--- src/eses_pkg.sv ---
// Shared types and constants for the encoder speed estimator.
`default_nettype none

package eses_pkg;

    // Field and state widths
    localparam int CNT_W      = 12;
    localparam int THR_W      = 12;
    localparam int TICK_W     = 16;
    localparam int TOUT_W     = 24;
    localparam int ELAPSED_W  = 25;
    localparam int SPEED_W    = 26;
    localparam int EVENT_W    = 2;
    localparam int CFG_IDX_W  = 2;
    localparam int CFG_DATA_W = 24;

    // Quotient is at most 25 bits once the saturation check has passed
    localparam int QUOT_W     = 25;
    localparam int DIV_CNT_W  = $clog2(QUOT_W);

    // Microseconds per minute and the product of it with a 12-bit magnitude
    localparam int USPM_W     = 26;
    localparam logic [USPM_W-1:0] US_PER_MIN = USPM_W'(60000000);
    localparam int DIVIDEND_W = CNT_W + USPM_W;

    localparam logic [QUOT_W-1:0] SPEED_LIMIT = QUOT_W'(30000000);

    // Result event codes
    localparam logic [EVENT_W-1:0] EV_HOLD    = 2'd0;
    localparam logic [EVENT_W-1:0] EV_MEASURE = 2'd1;
    localparam logic [EVENT_W-1:0] EV_TIMEOUT = 2'd2;

    // Configuration register indexes
    localparam logic [CFG_IDX_W-1:0] REG_MOVE_THR = 2'd0;
    localparam logic [CFG_IDX_W-1:0] REG_TICK_US  = 2'd1;
    localparam logic [CFG_IDX_W-1:0] REG_TIMEOUT  = 2'd2;

    // Configuration reset values
    localparam logic [THR_W-1:0]  MOVE_THR_RST = THR_W'(2);
    localparam logic [TICK_W-1:0] TICK_US_RST  = TICK_W'(1000);
    localparam logic [TOUT_W-1:0] TIMEOUT_RST  = TOUT_W'(500000);

    // Controller to datapath commands
    typedef struct packed {
        logic load;      // capture the input item
        logic eval;      // update time, compare movement, pick event
        logic mul;       // form dividend and divisor
        logic pre;       // saturation check and divider setup
        logic step;      // one restoring division step
        logic fin;       // clamp, apply sign, store speed
        logic out_load;  // move result into output register
    } cmd_t;

    // Datapath to controller status
    typedef struct packed {
        logic moved;     // movement threshold exceeded
        logic sat;       // quotient known to exceed the limit
    } stat_t;

endpackage

`default_nettype wire

--- src/eses_ctrl.sv ---
// Sequencing state machine and output valid flag for the speed estimator.
`default_nettype none

module eses_ctrl (
    input  wire logic            clk,
    input  wire logic            rst_n,
    input  wire logic            in_valid,
    output logic                 in_ready,
    output logic                 out_valid,
    input  wire logic            out_ready,
    input  wire eses_pkg::stat_t stat,
    output eses_pkg::cmd_t       cmd
);
    import eses_pkg::*;

    localparam logic [2:0] S_IDLE = 3'd0;
    localparam logic [2:0] S_EVAL = 3'd1;
    localparam logic [2:0] S_MUL  = 3'd2;
    localparam logic [2:0] S_PRE  = 3'd3;
    localparam logic [2:0] S_DIV  = 3'd4;
    localparam logic [2:0] S_FIN  = 3'd5;
    localparam logic [2:0] S_OUT  = 3'd6;

    localparam logic [DIV_CNT_W-1:0] CNT_INIT = DIV_CNT_W'(QUOT_W - 1);

    logic [2:0]           state_reg;
    logic [2:0]           state_next;
    logic [DIV_CNT_W-1:0] cnt_reg;
    logic [DIV_CNT_W-1:0] cnt_next;
    logic                 out_valid_reg;
    logic                 out_valid_next;
    logic                 out_free;

    assign in_ready  = (state_reg == S_IDLE);
    assign out_valid = out_valid_reg;
    assign out_free  = !out_valid_reg || out_ready;

    // Next state and commands
    always_comb
    begin
        state_next = state_reg;
        cnt_next   = cnt_reg;
        cmd        = '0;
        case (state_reg)
            S_IDLE:
            begin
                if (in_valid)
                begin
                    cmd.load   = 1'b1;
                    state_next = S_EVAL;
                end
            end
            S_EVAL:
            begin
                cmd.eval   = 1'b1;
                state_next = stat.moved ? S_MUL : S_OUT;
            end
            S_MUL:
            begin
                cmd.mul    = 1'b1;
                state_next = S_PRE;
            end
            S_PRE:
            begin
                cmd.pre    = 1'b1;
                cnt_next   = CNT_INIT;
                state_next = stat.sat ? S_FIN : S_DIV;
            end
            S_DIV:
            begin
                cmd.step = 1'b1;
                cnt_next = cnt_reg - 1'b1;
                if (cnt_reg == '0)
                begin
                    state_next = S_FIN;
                end
            end
            S_FIN:
            begin
                cmd.fin    = 1'b1;
                state_next = S_OUT;
            end
            S_OUT:
            begin
                if (out_free)
                begin
                    cmd.out_load = 1'b1;
                    state_next   = S_IDLE;
                end
            end
            default:
            begin
                state_next = S_IDLE;
            end
        endcase
    end

    // Output valid: set on load, cleared when the item is taken
    always_comb
    begin
        out_valid_next = out_valid_reg;
        if (out_valid_reg && out_ready)
        begin
            out_valid_next = 1'b0;
        end
        if (cmd.out_load)
        begin
            out_valid_next = 1'b1;
        end
    end

    always_ff @(posedge clk or negedge rst_n)
    begin
        if (!rst_n)
        begin
            state_reg     <= S_IDLE;
            cnt_reg       <= '0;
            out_valid_reg <= 1'b0;
        end
        else
        begin
            state_reg     <= state_next;
            cnt_reg       <= cnt_next;
            out_valid_reg <= out_valid_next;
        end
    end

    // An accepted item blocks the input for at least the next cycle
    a_busy_after_accept: assert property (@(posedge clk) disable iff (!rst_n)
        in_valid && in_ready |=> !in_ready)
        else $error("input ready right after accepting an item");

    // A loaded result is presented on the next cycle
    a_out_after_load: assert property (@(posedge clk) disable iff (!rst_n)
        cmd.out_load |=> out_valid)
        else $error("result loaded but not presented");

    // A presented result stays until it is taken
    a_out_hold: assert property (@(posedge clk) disable iff (!rst_n)
        out_valid && !out_ready |=> out_valid)
        else $error("result dropped before it was taken");

endmodule

`default_nettype wire

--- src/eses_datapath.sv ---
// Datapath: configuration, estimator state, multipliers and restoring divider.
`default_nettype none

module eses_datapath #(
    parameter int ENC_SPAN = 4096
) (
    input  wire logic                           clk,
    input  wire logic                           rst_n,
    input  wire logic                           cfg_valid,
    input  wire logic [eses_pkg::CFG_IDX_W-1:0] cfg_index,
    input  wire logic [eses_pkg::CFG_DATA_W-1:0] cfg_data,
    input  wire logic [eses_pkg::CNT_W-1:0]     enc_count,
    input  wire eses_pkg::cmd_t                 cmd,
    output eses_pkg::stat_t                     stat,
    output logic [eses_pkg::SPEED_W-1:0]        speed_out,
    output logic [eses_pkg::EVENT_W-1:0]        event_out
);
    import eses_pkg::*;

    localparam int SPAN_W = $clog2(ENC_SPAN + 1);
    localparam int WW     = ((SPAN_W > CNT_W) ? SPAN_W : CNT_W) + 2;
    localparam int DVW    = SPAN_W + ELAPSED_W;
    localparam int RW     = DVW + 1;
    localparam int CMP_W  = DVW + QUOT_W;

    localparam logic [SPAN_W-1:0]    SPAN_C = SPAN_W'(ENC_SPAN);
    localparam logic signed [WW-1:0] SPAN_S = WW'(ENC_SPAN);
    localparam logic signed [WW-1:0] HALF_S = WW'(ENC_SPAN / 2);

    // Configuration registers
    logic [THR_W-1:0]  move_thr_reg;
    logic [TICK_W-1:0] tick_us_reg;
    logic [TOUT_W-1:0] timeout_reg;

    // Estimator state
    logic [CNT_W-1:0]     last_count_reg;
    logic [ELAPSED_W-1:0] elapsed_reg;
    logic [SPEED_W-1:0]   speed_value_reg;
    logic [EVENT_W-1:0]   event_reg;

    // Work registers
    logic [CNT_W-1:0]      cur_reg;
    logic                  neg_reg;
    logic [CNT_W-1:0]      dmag_reg;
    logic [ELAPSED_W-1:0]  meas_el_reg;
    logic [DIVIDEND_W-1:0] dividend_reg;
    logic [DVW-1:0]        divisor_reg;
    logic                  sat_reg;
    logic [RW-1:0]         rem_reg;
    logic [QUOT_W-1:0]     quo_reg;
    logic [SPEED_W-1:0]    speed_out_reg;
    logic [EVENT_W-1:0]    event_out_reg;

    // Combinational terms
    logic [ELAPSED_W:0]        el_sum;
    logic [ELAPSED_W-1:0]      t_sat;
    logic                      timed_out;
    logic signed [CNT_W:0]     raw;
    logic signed [CNT_W:0]     raw_abs;
    logic signed [WW-1:0]      raw_w;
    logic signed [WW-1:0]      d_wrap;
    logic signed [WW-1:0]      d_abs;
    logic [ELAPSED_W-1:0]      el_nz;
    logic [DIVIDEND_W-1:0]     dividend_prod;
    logic [DVW-1:0]            divisor_prod;
    logic [CMP_W-1:0]          cmp_lhs;
    logic [CMP_W-1:0]          cmp_rhs;
    logic [RW-1:0]             rem_sh;
    logic                      rem_ge;
    logic [QUOT_W-1:0]         quo_clamped;
    logic [SPEED_W-1:0]        quo_ext;

    // Elapsed time with saturation, then the timeout compare
    assign el_sum    = {1'b0, elapsed_reg} + (ELAPSED_W + 1)'(tick_us_reg);
    assign t_sat     = el_sum[ELAPSED_W] ? '1 : el_sum[ELAPSED_W-1:0];
    assign timed_out = (t_sat > ELAPSED_W'(timeout_reg));

    // Raw difference for the threshold, wrapped difference for the speed
    assign raw        = $signed({1'b0, cur_reg}) - $signed({1'b0, last_count_reg});
    assign raw_abs    = raw[CNT_W] ? -raw : raw;
    assign stat.moved = (raw_abs[CNT_W-1:0] > move_thr_reg);
    assign raw_w      = WW'(raw);

    always_comb
    begin
        if (raw_w > HALF_S)
        begin
            d_wrap = raw_w - SPAN_S;
        end
        else if (raw_w < -HALF_S)
        begin
            d_wrap = raw_w + SPAN_S;
        end
        else
        begin
            d_wrap = raw_w;
        end
    end

    assign d_abs = d_wrap[WW-1] ? -d_wrap : d_wrap;

    // Products: |delta| * us per minute, span * elapsed (zero counts as one)
    assign el_nz         = (meas_el_reg == '0) ? ELAPSED_W'(1) : meas_el_reg;
    assign dividend_prod = {{(DIVIDEND_W - CNT_W){1'b0}}, dmag_reg}
                         * {{(DIVIDEND_W - USPM_W){1'b0}}, US_PER_MIN};
    assign divisor_prod  = {{(DVW - SPAN_W){1'b0}}, SPAN_C}
                         * {{(DVW - ELAPSED_W){1'b0}}, el_nz};

    // Quotient would need more than QUOT_W bits
    assign cmp_lhs  = CMP_W'(dividend_reg);
    assign cmp_rhs  = {divisor_reg, {QUOT_W{1'b0}}};
    assign stat.sat = (cmp_lhs >= cmp_rhs);

    // One restoring step: shift in the next dividend bit, try to subtract
    assign rem_sh = {rem_reg[RW-2:0], quo_reg[QUOT_W-1]};
    assign rem_ge = (rem_sh >= {1'b0, divisor_reg});

    // Clamp and widen for signing
    assign quo_clamped = (sat_reg || (quo_reg > SPEED_LIMIT)) ? SPEED_LIMIT : quo_reg;
    assign quo_ext     = {1'b0, quo_clamped};

    // Configuration writes; indexes past the list are dropped
    always_ff @(posedge clk or negedge rst_n)
    begin
        if (!rst_n)
        begin
            move_thr_reg <= MOVE_THR_RST;
            tick_us_reg  <= TICK_US_RST;
            timeout_reg  <= TIMEOUT_RST;
        end
        else if (cfg_valid)
        begin
            case (cfg_index)
                REG_MOVE_THR: move_thr_reg <= cfg_data[THR_W-1:0];
                REG_TICK_US:  tick_us_reg  <= cfg_data[TICK_W-1:0];
                REG_TIMEOUT:  timeout_reg  <= cfg_data[TOUT_W-1:0];
                default:      ;
            endcase
        end
    end

    // Estimator state: count, elapsed time, speed, event
    always_ff @(posedge clk or negedge rst_n)
    begin
        if (!rst_n)
        begin
            last_count_reg  <= '0;
            elapsed_reg     <= '0;
            speed_value_reg <= '0;
            event_reg       <= EV_HOLD;
        end
        else if (cmd.eval)
        begin
            if (stat.moved)
            begin
                last_count_reg <= cur_reg;
                elapsed_reg    <= '0;
                event_reg      <= EV_MEASURE;
            end
            else if (timed_out)
            begin
                last_count_reg  <= cur_reg;
                elapsed_reg     <= '0;
                speed_value_reg <= '0;
                event_reg       <= EV_TIMEOUT;
            end
            else
            begin
                elapsed_reg <= t_sat;
                event_reg   <= EV_HOLD;
            end
        end
        else if (cmd.fin)
        begin
            speed_value_reg <= neg_reg ? (~quo_ext + 1'b1) : quo_ext;
        end
    end

    // Work registers for the measurement path
    always_ff @(posedge clk)
    begin
        if (cmd.load)
        begin
            cur_reg <= enc_count;
        end
        if (cmd.eval)
        begin
            neg_reg     <= d_wrap[WW-1];
            dmag_reg    <= d_abs[CNT_W-1:0];
            meas_el_reg <= t_sat;
        end
        if (cmd.mul)
        begin
            dividend_reg <= dividend_prod;
            divisor_reg  <= divisor_prod;
        end
        if (cmd.pre)
        begin
            sat_reg <= stat.sat;
            rem_reg <= RW'(dividend_reg[DIVIDEND_W-1:QUOT_W]);
            quo_reg <= dividend_reg[QUOT_W-1:0];
        end
        else if (cmd.step)
        begin
            rem_reg <= rem_ge ? (rem_sh - {1'b0, divisor_reg}) : rem_sh;
            quo_reg <= {quo_reg[QUOT_W-2:0], rem_ge};
        end
        if (cmd.out_load)
        begin
            speed_out_reg <= speed_value_reg;
            event_out_reg <= event_reg;
        end
    end

    assign speed_out = speed_out_reg;
    assign event_out = event_out_reg;

    // Partial remainder stays below the divisor between steps
    a_rem_bound: assert property (@(posedge clk) disable iff (!rst_n)
        cmd.step |-> (rem_reg < {1'b0, divisor_reg}))
        else $error("divider remainder not below divisor");

    // A measurement or timeout restarts the elapsed time
    a_elapsed_clear: assert property (@(posedge clk) disable iff (!rst_n)
        cmd.eval && (stat.moved || timed_out) |=> (elapsed_reg == '0))
        else $error("elapsed time not cleared");

    // Stored speed never leaves the clamp range
    a_speed_range: assert property (@(posedge clk) disable iff (!rst_n)
        ($signed(speed_value_reg) <= $signed({1'b0, SPEED_LIMIT}))
        && ($signed(speed_value_reg) >= -$signed({1'b0, SPEED_LIMIT})))
        else $error("speed estimate out of range");

endmodule

`default_nettype wire

--- src/encoder_speed_estimator.sv ---
// A held or timeout item goes through the evaluate and output states; a measurement also goes
// through multiply, divider setup, the 25-step restoring divider (skipped if it saturates) and
// finish. A new item is accepted only in idle, once the previous result has been loaded out;
// a waiting result does not stop the next item from being accepted, but its result waits until the output is free.
// Reset: registers return to their defaults, count, time and speed clear to zero,
// and no result is pending.
`default_nettype none

module encoder_speed_estimator #(
    parameter int ENC_SPAN = 4096
) (
    input  wire logic                             clk,
    input  wire logic                             rst_n,
    input  wire logic                             cfg_valid,
    output logic                                  cfg_ready,
    input  wire logic [eses_pkg::CFG_IDX_W-1:0]   cfg_index,
    input  wire logic [eses_pkg::CFG_DATA_W-1:0]  cfg_data,
    input  wire logic                             in_valid,
    output logic                                  in_ready,
    input  wire logic [eses_pkg::CNT_W-1:0]       enc_count,
    output logic                                  out_valid,
    input  wire logic                             out_ready,
    output logic signed [eses_pkg::SPEED_W-1:0]   speed_rpm,
    output logic [eses_pkg::EVENT_W-1:0]          event_res
);
    import eses_pkg::*;

    cmd_t               cmd;
    stat_t              stat;
    logic [SPEED_W-1:0] speed_out;

    // Register writes are taken in any cycle
    assign cfg_ready = 1'b1;

    eses_ctrl u_ctrl (
        .clk       (clk),
        .rst_n     (rst_n),
        .in_valid  (in_valid),
        .in_ready  (in_ready),
        .out_valid (out_valid),
        .out_ready (out_ready),
        .stat      (stat),
        .cmd       (cmd)
    );

    eses_datapath #(
        .ENC_SPAN (ENC_SPAN)
    ) u_datapath (
        .clk       (clk),
        .rst_n     (rst_n),
        .cfg_valid (cfg_valid),
        .cfg_index (cfg_index),
        .cfg_data  (cfg_data),
        .enc_count (enc_count),
        .cmd       (cmd),
        .stat      (stat),
        .speed_out (speed_out),
        .event_out (event_res)
    );

    assign speed_rpm = $signed(speed_out);

endmodule

`default_nettype wire

--- config.mk ---
export PLATFORM = sky130hd
export DESIGN_NAME = encoder_speed_estimator
export DESIGN_NICKNAME = d
export VERILOG_FILES = /design/src/eses_pkg.sv /design/src/eses_ctrl.sv /design/src/eses_datapath.sv /design/src/encoder_speed_estimator.sv
export SDC_FILE = /design/constraint.sdc
export NUM_CORES = 1
export LEC_CHECK = 0
export BUFFER_PORTS_ARGS = -buffer_cell sky130_fd_sc_hd__buf_2
export CAP_MARGIN = 20
export CORE_MARGIN = 2
export CORE_UTILIZATION = 50
export CTS_CLUSTER_SIZE = 10
export DETAILED_ROUTE_END_ITERATION = 12
export HOLD_SLACK_MARGIN = 0.05
export PLACE_DENSITY = 0.74
export RECOVER_POWER = 25
export SKIP_CTS_REPAIR_TIMING = 1
export SYNTH_ARGS = -nofsm -noshare
export SYNTH_HDL_FRONTEND = slang
export SYNTH_HIERARCHICAL = 1
export SYNTH_SLANG_ARGS = --single-unit
--- constraint.sdc ---
create_clock -name clk -period 5.8 [get_ports clk]
set_clock_uncertainty 0.05 [all_clocks]
set_input_delay 0.58 -clock clk [delete_from_list [all_inputs] [get_ports clk]]
set_output_delay 0.58 -clock clk [all_outputs]
set_load 0.005 [all_outputs]
# Word level (Yosys, flattened, before mapping)
# Index checks and enable logic that the tools add are counted.
dict set report word_totals {
  output_inout_bits 31
  register_bits 323
  inputBits 43
}
dict set report classes {
  n_addsub 9
  n_bitwise 1
  n_reduce_logical 19
  n_lt_le_gt_ge 7
  n_mul 1
  muxes 40
  eq_ne 13
}
# operator n
set ops {}
lappend ops {{$mux W25} 6}
lappend ops {{$mux W26} 5}
lappend ops {{$ge A38 B62 Y1} 1}
lappend ops {{$mux W12} 4}
lappend ops {{$ge A39 B37 Y1} 1}
lappend ops {{$mux W38} 1}
lappend ops {{$sub A38 B37 Y38} 1}
lappend ops {{$mul A12 B18 Y30 const B} 1}
lappend ops {{$mux W15} 2}
lappend ops {{$add A25 B16 Y26} 1}
lappend ops {{$add A26 B1 Y26 const B} 1}
lappend ops {{$mux W13} 2}
lappend ops {{$not A25 Y26} 1}
lappend ops {{$gt A25 B24 Y1} 1}
lappend ops {{$gt A25 B25 Y1 const B} 1}
lappend ops {{$logic_not A25 Y1} 1}
lappend ops {{$neg A12 Y12} 2}
lappend ops {{$pmux W3 S7} 1}
lappend ops {{$add A13 B14 Y15 const B} 1}
lappend ops {{$sub A13 B14 Y15 const B} 1}
lappend ops {{$gt A13 B13 Y1 const B} 1}
lappend ops {{$lt A13 B12 Y1 const B} 1}
lappend ops {{$sub A12 B12 Y13} 1}
lappend ops {{$gt A12 B12 Y1} 1}
lappend ops {{21 further kinds} 51}

# Longest topological paths before layout
dict set report depth {
  depth_word 8
  depth_mapped 24
}

# Modules after synthesis
# The synthesis kept the hierarchy.
# module cells_per_inst seq_area_each_um2 instances area_each_um2
set modules_own_cells {}
lappend modules_own_cells {eses_datapath 1916 8610.8 1 20106.8}
lappend modules_own_cells {eses_ctrl 64 225.2 1 540.5}
lappend modules_own_cells {encoder_speed_estimator 2 0.0 1 11.3}

# Worst setup path after synthesis
# No wires, ideal clock.
dict set report synth_timing {
  path_type {flip-flop to flip-flop}
  startpoint {register u_datapath.dmag_reg[10]}
  endpoint {register u_datapath.dividend_reg[37] (data pin)}
  period_less_slack_ns 5.135
  arrival_ns 4.826
  setup_slack_ns 0.665
  path_stages_with_launch 18
  path_buffers 1
  setup_time_ns 0.260
  path_cell_list {edfxtp_1 fa_1 fa_1 fa_1 inv_1 fa_1 fa_1 inv_1 ha_1 clkbuf_1 a21o_1 a21o_1 a32oi_1 a21oi_1 nor3_1 o2111ai_1 a21oi_1 xnor2_1}
}
dict set report synth_via {
  elab_chain_len 1
}
# element line
set synth_lines {}
lappend synth_lines {{start, declared} eses_datapath.sv:44} ;# logic [CNT_W-1:0] dmag_reg;
lappend synth_lines {{start signal, assigned} eses_datapath.sv:189} ;# dmag_reg <= d_abs[CNT_W-1:0];
lappend synth_lines {{$mul A12 B18 Y30} eses_datapath.sv:105} ;# * {{(DIVIDEND_W - USPM_W){1'b0}}, US_PER_MIN};
lappend synth_lines {{net u_datapath.dividend_prod[37]} eses_datapath.sv:64} ;# logic [DIVIDEND_W-1:0] dividend_prod;
lappend synth_lines {{end signal, assigned} eses_datapath.sv:194} ;# dividend_reg <= dividend_prod;
lappend synth_lines {{end, declared} eses_datapath.sv:46} ;# logic [DIVIDEND_W-1:0] dividend_reg;
# The timed path passes the listed nets, and every way through them passes these cells.
# A chain may end at the register's enable or synchronous reset.

# Worst setup path after layout
dict set report layout_timing {
  startpoint {register u_datapath.dmag_reg[10]}
  endpoint {register u_datapath.dividend_reg[34] (data pin)}
}
# Same word-level chain as after synthesis.

==> run_results.csv <==
group,metric,value,unit
cts,cts_made_buffers,39,
cts,clkLatencyLatePin,0.55,ns
cts,clk_pin_slew,0.06,ns
timing,final_hold_viol_count,0,
critical_path,worstPathMaxFanout,6,
yosys,yosys_warnings,6,
timing,fin_tns_setup,0,ns
critical_path,reg2reg_depth,16,
critical_path,worstPathArrival,5.74,ns
global_route,met1_usage,0.2845,
yosys,ys_types,88,
placement,place_area,0.02149,mm^2
yosys,synth_async_sr_flop_share,0.3901,
critical_path,crit_type,"reg -> reg",
final_layout,diodes,0,
final_layout,layout.cells.non_filler,2588,
yosys,avgSynthCellArea,10.42,um^2
placement,port_buffers,72,
placement,placedCellCount,2514,
final_layout,nets,2308,
critical_path,required,6.04,ns
global_route,use_met2,0.3644,
route,dr.first_iter.drc_count,801,
global_route,gr-usage-met3,0.03359,
route,drc,0,
timing,tightest_slew,3.734,ns
floorplan,die_h,207.3,um
route,route.vias.total,14860,
placement,gp_congestion,0.9003,
timing,min_period,5.497,ns
min_path,hp-class,"in -> reg",
yosys,yosysTopAreaCellShare,0.2500,
placement,place_hpwl,34340,um
timing,rsz0062_at_grt,"no",
route,first_pass_iters,5,
timing,relSlewSlack,-1.489,
yosys,synth_edf_count,172,
route,ant_nets,0,
min_path,min_path_cells,1,
yosys,synth_flop_cell,"edfxtp_1",
yosys,syn_nets,2265,
final_layout,post-route-cell-area,0.02266,mm^2
yosys,synth_seq_cells,323,
cts,cts_sinks,323,
global_route,grt_pass1_wl,76540,um
yosys,seq_area_frac_synth,0.4277,
route,wl_per_cell,17.85,um
yosys,synth_area,0.02066,mm^2
global_route,gr-max-usage-layer,"met2",
critical_path,startpoint_type,"flop",
yosys,synth_top_cell_by_area,"edfxtp_1",
floorplan,dieArea,0.04296,mm^2
floorplan,pin_count,74,
floorplan,rows,74,
outcome,status,"finished, violations left",
route,finalWirelength,46190,um
floorplan,core_area,0.04083,mm^2
global_route,grt_pass1_vias,15130,
final_layout,final_common_cell,"inv_1",
route,vias_per_cell,5.741,
cts,htree_levels,2,
global_route,grt_overflow,0,
timing,fin_crit_sh,0.9478,
final_layout,final_cell_mix,"inv_1, ha_1, edfxtp_1",
cts,cts_buffer_depth,3,
final_layout,area_growth,9.666,%
final_layout,largest_reg_flops,38,
critical_path,end_kind,"flop",
global_route,grt_max_degree,70,
yosys,syn_inst,1982,
flow_run,maxCapViolations,2,
timing,final-setup-viol-count,0,
cts,cts_tree,"yes",
outcome,violations,"capacitance limit, slew limit",
floorplan,start_util,0.5059,
timing,fmax,0.1819,GHz
final_layout,drive_gt1_frac,0.1250,
yosys,synth.area.top_cells,"edfxtp_1, dfrtp_1, ha_1",
global_route,grt.total_usage,0.2165,
floorplan,die_w,207.3,um
timing,drv_slew,95,
global_route,antenna_found_initial,0,
cts,cts_root_buffer,"clkbuf_16",
## worst paths after layout
kind | slack, ns | from | endpoint
worst max-delay path | 0.30 | u_datapath/dmag_reg[10] | u_datapath/dividend_reg[34]
worst min-delay path | 0.15 | enc_count[7] | u_datapath/cur_reg[7]
worst max register to register | 0.30 | u_datapath/dmag_reg[10] | u_datapath/dividend_reg[34]
worst min register to register | 0.39 | u_datapath/meas_el_reg[6] | u_datapath/divisor_reg[18]
max in group asynchronous | 1.59 | rst_n | u_datapath/speed_value_reg[19]
min in group asynchronous | 1.83 | rst_n | u_datapath/timeout_reg[12]
## worst max-delay path: stages (launching register included)
cell      delay (ns)
edfxtp_1        0.51
fa_1            0.55
ha_1            0.37
fa_1            0.54
inv_1           0.05
fa_1            0.51
fa_1            0.54
inv_1           0.04
ha_1            0.35
nand3_1         0.10
a211oi_1        0.31
o21ai_1         0.15
a31o_2          0.31
o41ai_1         0.34
a41oi_1         0.19
nor2b_1         0.17
xnor2_1         0.12
## synthesized netlist by cell type, types with 57 or more instances
cell type,number
ha_1,180
o21ai_0,58
nand2_1,124
clkbuf_1,68
xnor2_1,57
fa_1,60
edfxtp_1,172
mux2_2,76
dfrtp_1,112
nor2_1,128
inv_1,222
a21oi_1,109
## final cells by class
type	count	area [um^2]
clock buffer	67	1124
clock inverter	5	41.29
fill	3468	18180
inverter	225	844.6
multi-input combinational	1342	10620
sequential	323	8836
tap	532	665.6
timing repair buffer	94	524.3
## stage by stage
step	util	hold slack [ns]	setup WS, ns
final	0.5549	0.1508	0.3029
after global routing	0.5549	0.1306	0.01412
after CTS	0.5548	-0.005373	0.3612
after detailed placement	0.5263	0.3765	0.3773
after global placement	0.5263	0.3784	0.4580
after floorplan	-	0.2344	0.6646
## kinds of logic after synthesis
group,after synthesis,synth area share
flops,323,0.4277
other cells,1,0.0001815
buf+inv,317,0.05948
mux,96,0.05178
simple gates,500,0.1213
xor+xnor,89,0.03773
compound gates,416,0.1347
fa+ha+maj,240,0.1672
## per-layer routing
metal,share of wire,vias up,routed length (um)
met5,0,-,0
met4,0.030,0,1365
met3,0.048,82,2237
met2,0.48,361,22040
met1,0.44,7258,20540
li1,-,7156,-
Power is left out: the tool's default activity adds up to more than one toggle a clock period on the data nets, which glitch-free logic cannot reach.
